[src/q2e_pkg.sv]
// Shared types, constants and tables for the quaternion to Euler angle converter.
package q2e_pkg;

    localparam int unsigned DefAngleFracBits = 7;
    localparam int unsigned CordicSteps      = 21;
    localparam int unsigned OpWidth          = 44;
    localparam int unsigned AngWidth         = 26;
    localparam int unsigned RadWidth         = 58;
    localparam int unsigned ProdWidth        = 36;
    localparam int unsigned NormWidth        = 6;

    localparam logic signed [OpWidth-1:0]   NormLimit = 44'sd1 << 40;
    localparam logic signed [ProdWidth-1:0] Q28One    = 36'sd1 << 28;
    localparam logic signed [AngWidth-1:0]  Deg90     = 26'sd5898240;

    typedef logic signed [OpWidth-1:0]  t_op;
    typedef logic signed [AngWidth-1:0] t_ang;

    typedef struct packed {
        t_op  x;
        t_op  y;
        t_ang z;
    } t_cordic;

    function automatic t_ang atan_deg(input int unsigned idx);
        t_ang r;
        unique case (idx)
            0:  r = 26'sd2949120;
            1:  r = 26'sd1740967;
            2:  r = 26'sd919879;
            3:  r = 26'sd466945;
            4:  r = 26'sd234379;
            5:  r = 26'sd117304;
            6:  r = 26'sd58666;
            7:  r = 26'sd29335;
            8:  r = 26'sd14668;
            9:  r = 26'sd7334;
            10: r = 26'sd3667;
            11: r = 26'sd1833;
            12: r = 26'sd917;
            13: r = 26'sd458;
            14: r = 26'sd229;
            15: r = 26'sd115;
            16: r = 26'sd57;
            17: r = 26'sd29;
            18: r = 26'sd14;
            19: r = 26'sd7;
            20: r = 26'sd4;
            default: r = '0;
        endcase
        return r;
    endfunction

endpackage

[src/q2e_isqrt.sv]
// Pipelined bit-by-bit square root of 2^56 - s^2, two result bits per stage, one in the last stage.
module q2e_isqrt (
    input  logic                                   i_clk,
    input  logic                                   i_en,
    input  logic signed [q2e_pkg::ProdWidth-1:0]   i_s,
    input  logic        [57:0]                     i_sq,
    output logic signed [q2e_pkg::ProdWidth-1:0]   o_s,
    output logic        [28:0]                     o_root
);
    localparam int unsigned Stages = 15;

    logic [57:0] r_v   [Stages+1];
    logic [57:0] r_res [Stages+1];
    logic signed [q2e_pkg::ProdWidth-1:0] r_s [Stages+1];

    always_comb begin
        r_v[0]   = (58'd1 << 56) - i_sq;
        r_res[0] = '0;
        r_s[0]   = i_s;
    end

    genvar g;
    generate
        for (g = 0; g < Stages; g++) begin : g_st
            logic [57:0] n_v, n_res, bit0, bit1, t;
            always_comb begin
                bit0 = 58'd1 << (56 - 4 * g);
                bit1 = bit0 >> 2;
                n_v = r_v[g];
                n_res = r_res[g];
                t = n_res + bit0;
                if (n_v >= t) begin
                    n_v = n_v - t;
                    n_res = (n_res >> 1) + bit0;
                end else begin
                    n_res = n_res >> 1;
                end
                if (g < Stages - 1) begin
                    t = n_res + bit1;
                    if (n_v >= t) begin
                        n_v = n_v - t;
                        n_res = (n_res >> 1) + bit1;
                    end else begin
                        n_res = n_res >> 1;
                    end
                end
            end
            always_ff @(posedge i_clk) begin
                if (i_en) begin
                    r_v[g+1]   <= n_v;
                    r_res[g+1] <= n_res;
                    r_s[g+1]   <= r_s[g];
                end
            end
        end
    endgenerate

    assign o_s    = r_s[Stages];
    assign o_root = r_res[Stages][28:0];
endmodule

[config.mk]
export PLATFORM = sky130hd
export DESIGN_NAME = q2e_isqrt
export DESIGN_NICKNAME = d
export VERILOG_FILES = /design/src/q2e_pkg.sv /design/src/q2e_isqrt.sv
export SDC_FILE = /design/constraint.sdc
export NUM_CORES = 2
export LEC_CHECK = 0
export ABC_AREA = 1
export BUFFER_PORTS_ARGS = -buffer_cell sky130_fd_sc_hd__buf_4
export CORE_MARGIN = 8
export CORE_UTILIZATION = 45
export DETAILED_ROUTE_END_ITERATION = 7
export GPL_TIMING_DRIVEN = 0
export SKIP_LAST_GASP = 1
export SLEW_MARGIN = 20
export SYNTH_ARGS = -nofsm -noshare
export SYNTH_HDL_FRONTEND = slang
export SYNTH_SLANG_ARGS = --single-unit
[constraint.sdc]
create_clock -name i_clk -period 13.7 [get_ports i_clk]
set_input_delay 0 -clock i_clk [delete_from_list [all_inputs] [get_ports i_clk]]
set_output_delay 0 -clock i_clk [all_outputs]
set_load 0.05 [all_outputs]
==> reports/results.md <==
| Item | Reported |
|:---|:---|
| Run status | finished clean |
| Number of flops mapped to enable cells by yosys | 1591 |
| Effective utilization at floorplan | 0.452 |
| Proportion of layout cells with a drive suffix above 1 | 0.0575 |
| Largest family of logic cells by synthesized area | simple AND/OR/NAND/NOR gates |
| Antenna violations before repair | 9 |
| Transition time of the tightest slew-check pin | 1000 ps |
| Maximum ir drop on the vdd rail | 127 uV |
| Per-cell routed wire length | 20.9 um |
| Drt via density | 5.33 |
| Uppermost routed layer | met5 |
| Max Fanout on Critical Path | 10 |
| Final HPWL DP | 282000 um |
| Sequential cell area fraction in the yosys report | 0.470 |
| Remaining max-slew budget at the tightest pin | 0.325 |
| Height of the die | 491 um |
| Number of buffers inserted for hold repair after clock tree synthesis | 197 |
| Via count of the first global-routing pass | 84500 |
| Aggregate global-route resource usage | 0.274 |
| Final Hold Violating Endpoints | 0 |
| Slack of the critical path | 6980 ps |
| Total of cells resized after clock tree synthesis | 0 |
| Maximum number of pins on one net before global-route repair | 165 |
| Floorplan die width | 491 um |
| Fraction of the mapped netlist area in simple logic gates | 0.283 |
| Worst skew pair latency | 860 ps |
| Total Die Area | 241000 um2 |
| TritonCTS clock tree | done |
| Port Buffers | 160 |
| Critical Path Source Type | flip-flop |
| Number of detailed-route iterations in the first pass | 8 |
| Total global routing overflow | 0 |
| Detailed Route WL | 343000 um |
| Fmax achieved | 0.149 GHz |
| Slowest library cell on the worst path | sky130_fd_sc_hd__nor3_1 |
| Max-cap check violation count | 0 |
| Post-placement cell area | 107000 um2 |
| Synthesized net count | 13300 |
| Routability cong. | 0.980 |
| Arrival time worst endpoint | 7300 ps |
| Cell area after synthesis | 102000 um2 |
| Most common library cell in the layout ignoring fill and taps | sky130_fd_sc_hd__nand2_1 |
| Count of synthesis-stage warnings from yosys | 0 |
| Num CTS Buffers | 172 |
| Post-route cell area | 115000 um2 |
| Pre-CTS setup slack | 7040 ps |
| Required arrival time at the worst endpoint | 14270 ps |
| Pleak | 50.2 nW |
| Number of buffer and inverter instances along the worst setup path | 7 |
| Area grow syn2layout | 13.0% |
| DRC violations left | 0 |
| Final min period | 6720 ps |
| Post-route clock period utilization | 0.491 |
| Area fraction of the dominant cell type after synthesis | 0.470 |
| Total power divided by cell area | 180 nW/um2 |
| Multiplexer fraction of the synthesized cell area | 0.0000985 |
| Most used cells in the layout excluding fill and tap cells | sky130_fd_sc_hd__nand2_1 (3724), sky130_fd_sc_hd__inv_1 (1839), sky130_fd_sc_hd__nor2_1 (1591), sky130_fd_sc_hd__edfxtp_1 (1591), sky130_fd_sc_hd__nand3_1 (824) |
| Share of synthesized flip-flops with an asynchronous set or reset | 0 |
| Share of synthesized cell area in full adder, half adder and majority cells | 0.0588 |
| Setup fix buffers added after clock tree synthesis | 0 |
| Number of vias after detailed routing | 87600 |
| Wire length on met1 | 149000 um |
| Num Clock Sinks | 1591 |
| Avg Synthesized Cell Area | 7.98 um2 |
| Count of pins over their slew limit | 0 |
| Unrepaired setup endpoints after global routing | false |
| Routed length on met3 | 18100 um |
| Cell accounting for the most synthesized area | sky130_fd_sc_hd__edfxtp_1 |
| Final setup viols | 0 |
| Number of levels the H-tree was split into | 4 |
| Clock-pin slew on the worst setup and hold paths | 60 ps |
| Worst Skew | 97.5 ps |
| Post-layout net count | 13900 |
| Area contributors post-synth | sky130_fd_sc_hd__edfxtp_1 (47%), sky130_fd_sc_hd__nand2_1 (14%), sky130_fd_sc_hd__inv_1 (6.8%) |
| Synth Area in Compound Gates | 0.0737 |
| Most common cell on crit path | sky130_fd_sc_hd__nand2_1 |
| Netlist cell types | 65 |
| Syn Inst Count | 12700 |
| Count of state elements after synthesis | 1591 |
| Category of the worst setup path capture point | flip-flop |
| Hold crit path type | input port to flip-flop |
| Drt initial violations | 7808 |
| Cell family contributing the most delay on the critical path | simple AND/OR/NAND/NOR gates |
| Crit Path Class | flip-flop to flip-flop |
| Core region area | 225000 um2 |
| Count of boundary I/O pins | 161 |
| Delay contributed by the slowest stage of the critical path | 590 ps |
| Most used DFF post-synth | sky130_fd_sc_hd__edfxtp_1 |
| First-pass GRT wire length | 512000 um |
| Max Root-Sink Buffers | 3 |
| Final antenna-violating net count | 0 |
| Cell Rows | 174 |
| Xor/xnor share of the synthesized area | 0.0365 |
| Detail Route met2 WL | 161000 um |
| Master cell of the clock root buffer | sky130_fd_sc_hd__clkbuf_16 |
-- report_power, final --
group          total [mW]  internal (mW)  switching, mW
logic                9.00           2.77           6.23
registers            6.85           6.29          0.565
clock network        4.79           2.77           2.01
total                20.6           11.8           8.80
-- per-stage QoR --
step | hold slack, ps | setup TNS, ps | utilization | power [mW] | instances
2_1_floorplan | 98.9 | 0 | - | 12.8 | 12700
3_3_place_gp | 178 | -1342030 | 0.474 | 15.8 | 15900
3_5_place_dp | 180 | 0 | 0.476 | 15.7 | 15900
4_1_cts | 40.7 | 0 | 0.511 | 20.6 | 16400
5_1_grt | 103 | 0 | 0.511 | 22.0 | 16400
6_report | 143 | 0 | 0.511 | 20.6 | 16400
-- path summary, 6_finish.rpt --
kind | startpoint | endpoint | slack, ps | cells past startpoint
worst max-delay path | r_res[249] | r_v[219] | 6980 | 29
worst min-delay path | i_sq[41] | r_v[853] | 140 | 3
worst max register to register | r_res[249] | r_v[219] | 6980 | 29
worst min register to register | r_v[296] | r_v[238] | 390 | 0
-- sequential cells by signal, indices dropped and copies added (netlist names) --
signal  cells
r_s       504
r_v       812
r_res     210
o_s        36
o_root     29
-- cells in the mapped netlist, types with 44 or more instances --
cell type	number
sky130_fd_sc_hd__xor2_1	260
sky130_fd_sc_hd__inv_1	1839
sky130_fd_sc_hd__nor2_1	1591
sky130_fd_sc_hd__o21ai_0	469
sky130_fd_sc_hd__nand2_1	3724
sky130_fd_sc_hd__edfxtp_1	1591
sky130_fd_sc_hd__nor3_1	161
sky130_fd_sc_hd__a21oi_1	584
sky130_fd_sc_hd__nand3_1	824
sky130_fd_sc_hd__nor4_1	50
sky130_fd_sc_hd__ha_1	478
sky130_fd_sc_hd__or2_2	44
sky130_fd_sc_hd__xnor2_1	164
sky130_fd_sc_hd__a31oi_1	52
sky130_fd_sc_hd__o21ai_1	57
sky130_fd_sc_hd__nand3b_1	52
sky130_fd_sc_hd__nand4_1	268
sky130_fd_sc_hd__o21a_1	56
sky130_fd_sc_hd__buf_4	61
sky130_fd_sc_hd__o21bai_1	50
-- kinds of logic after synthesis --
| family | count (synthesis) |
|---|---|
| compound gates | 1364 |
| xor+xnor | 424 |
| mux | 1 |
| buf+inv | 2013 |
| simple gates | 6875 |
| flops | 1591 |
| fa+ha+maj | 478 |
-- metal layers --
layer | GRT usage | up-vias
met3 | 0.0308 | 600
met2 | 0.461 | 2788
met5 | 0 | -
met1 | 0.363 | 41100
li1 | - | 43100
met4 | 0.104 | 4
-- worst reg2reg max path, delay by kind of cell (launching register included) --
family | cells | cell delay [ps]
buffers and inverters | 7 | 1560
AO/OA/AOI/OAI | 2 | 650
adder cells (fa/ha/maj) | 2 | 730
AND/OR/NAND/NOR | 18 | 3080
flip-flops | 1 | 500
-- area by class of cell --
class                           count  area, um2
Antenna cell                        2       5.00
Buffer                            152        976
Clock buffer                      193       4400
Clock inverter                    122       1530
Fill cell                       21500     110000
Inverter                         1861       6990
Multi-Input combinational cell   9142      45900
Sequential cell                  1591      47800
Tap cell                         2992       3740
Timing Repair Buffer              368       3500
Note: power is estimated with default switching activity, not from simulation.
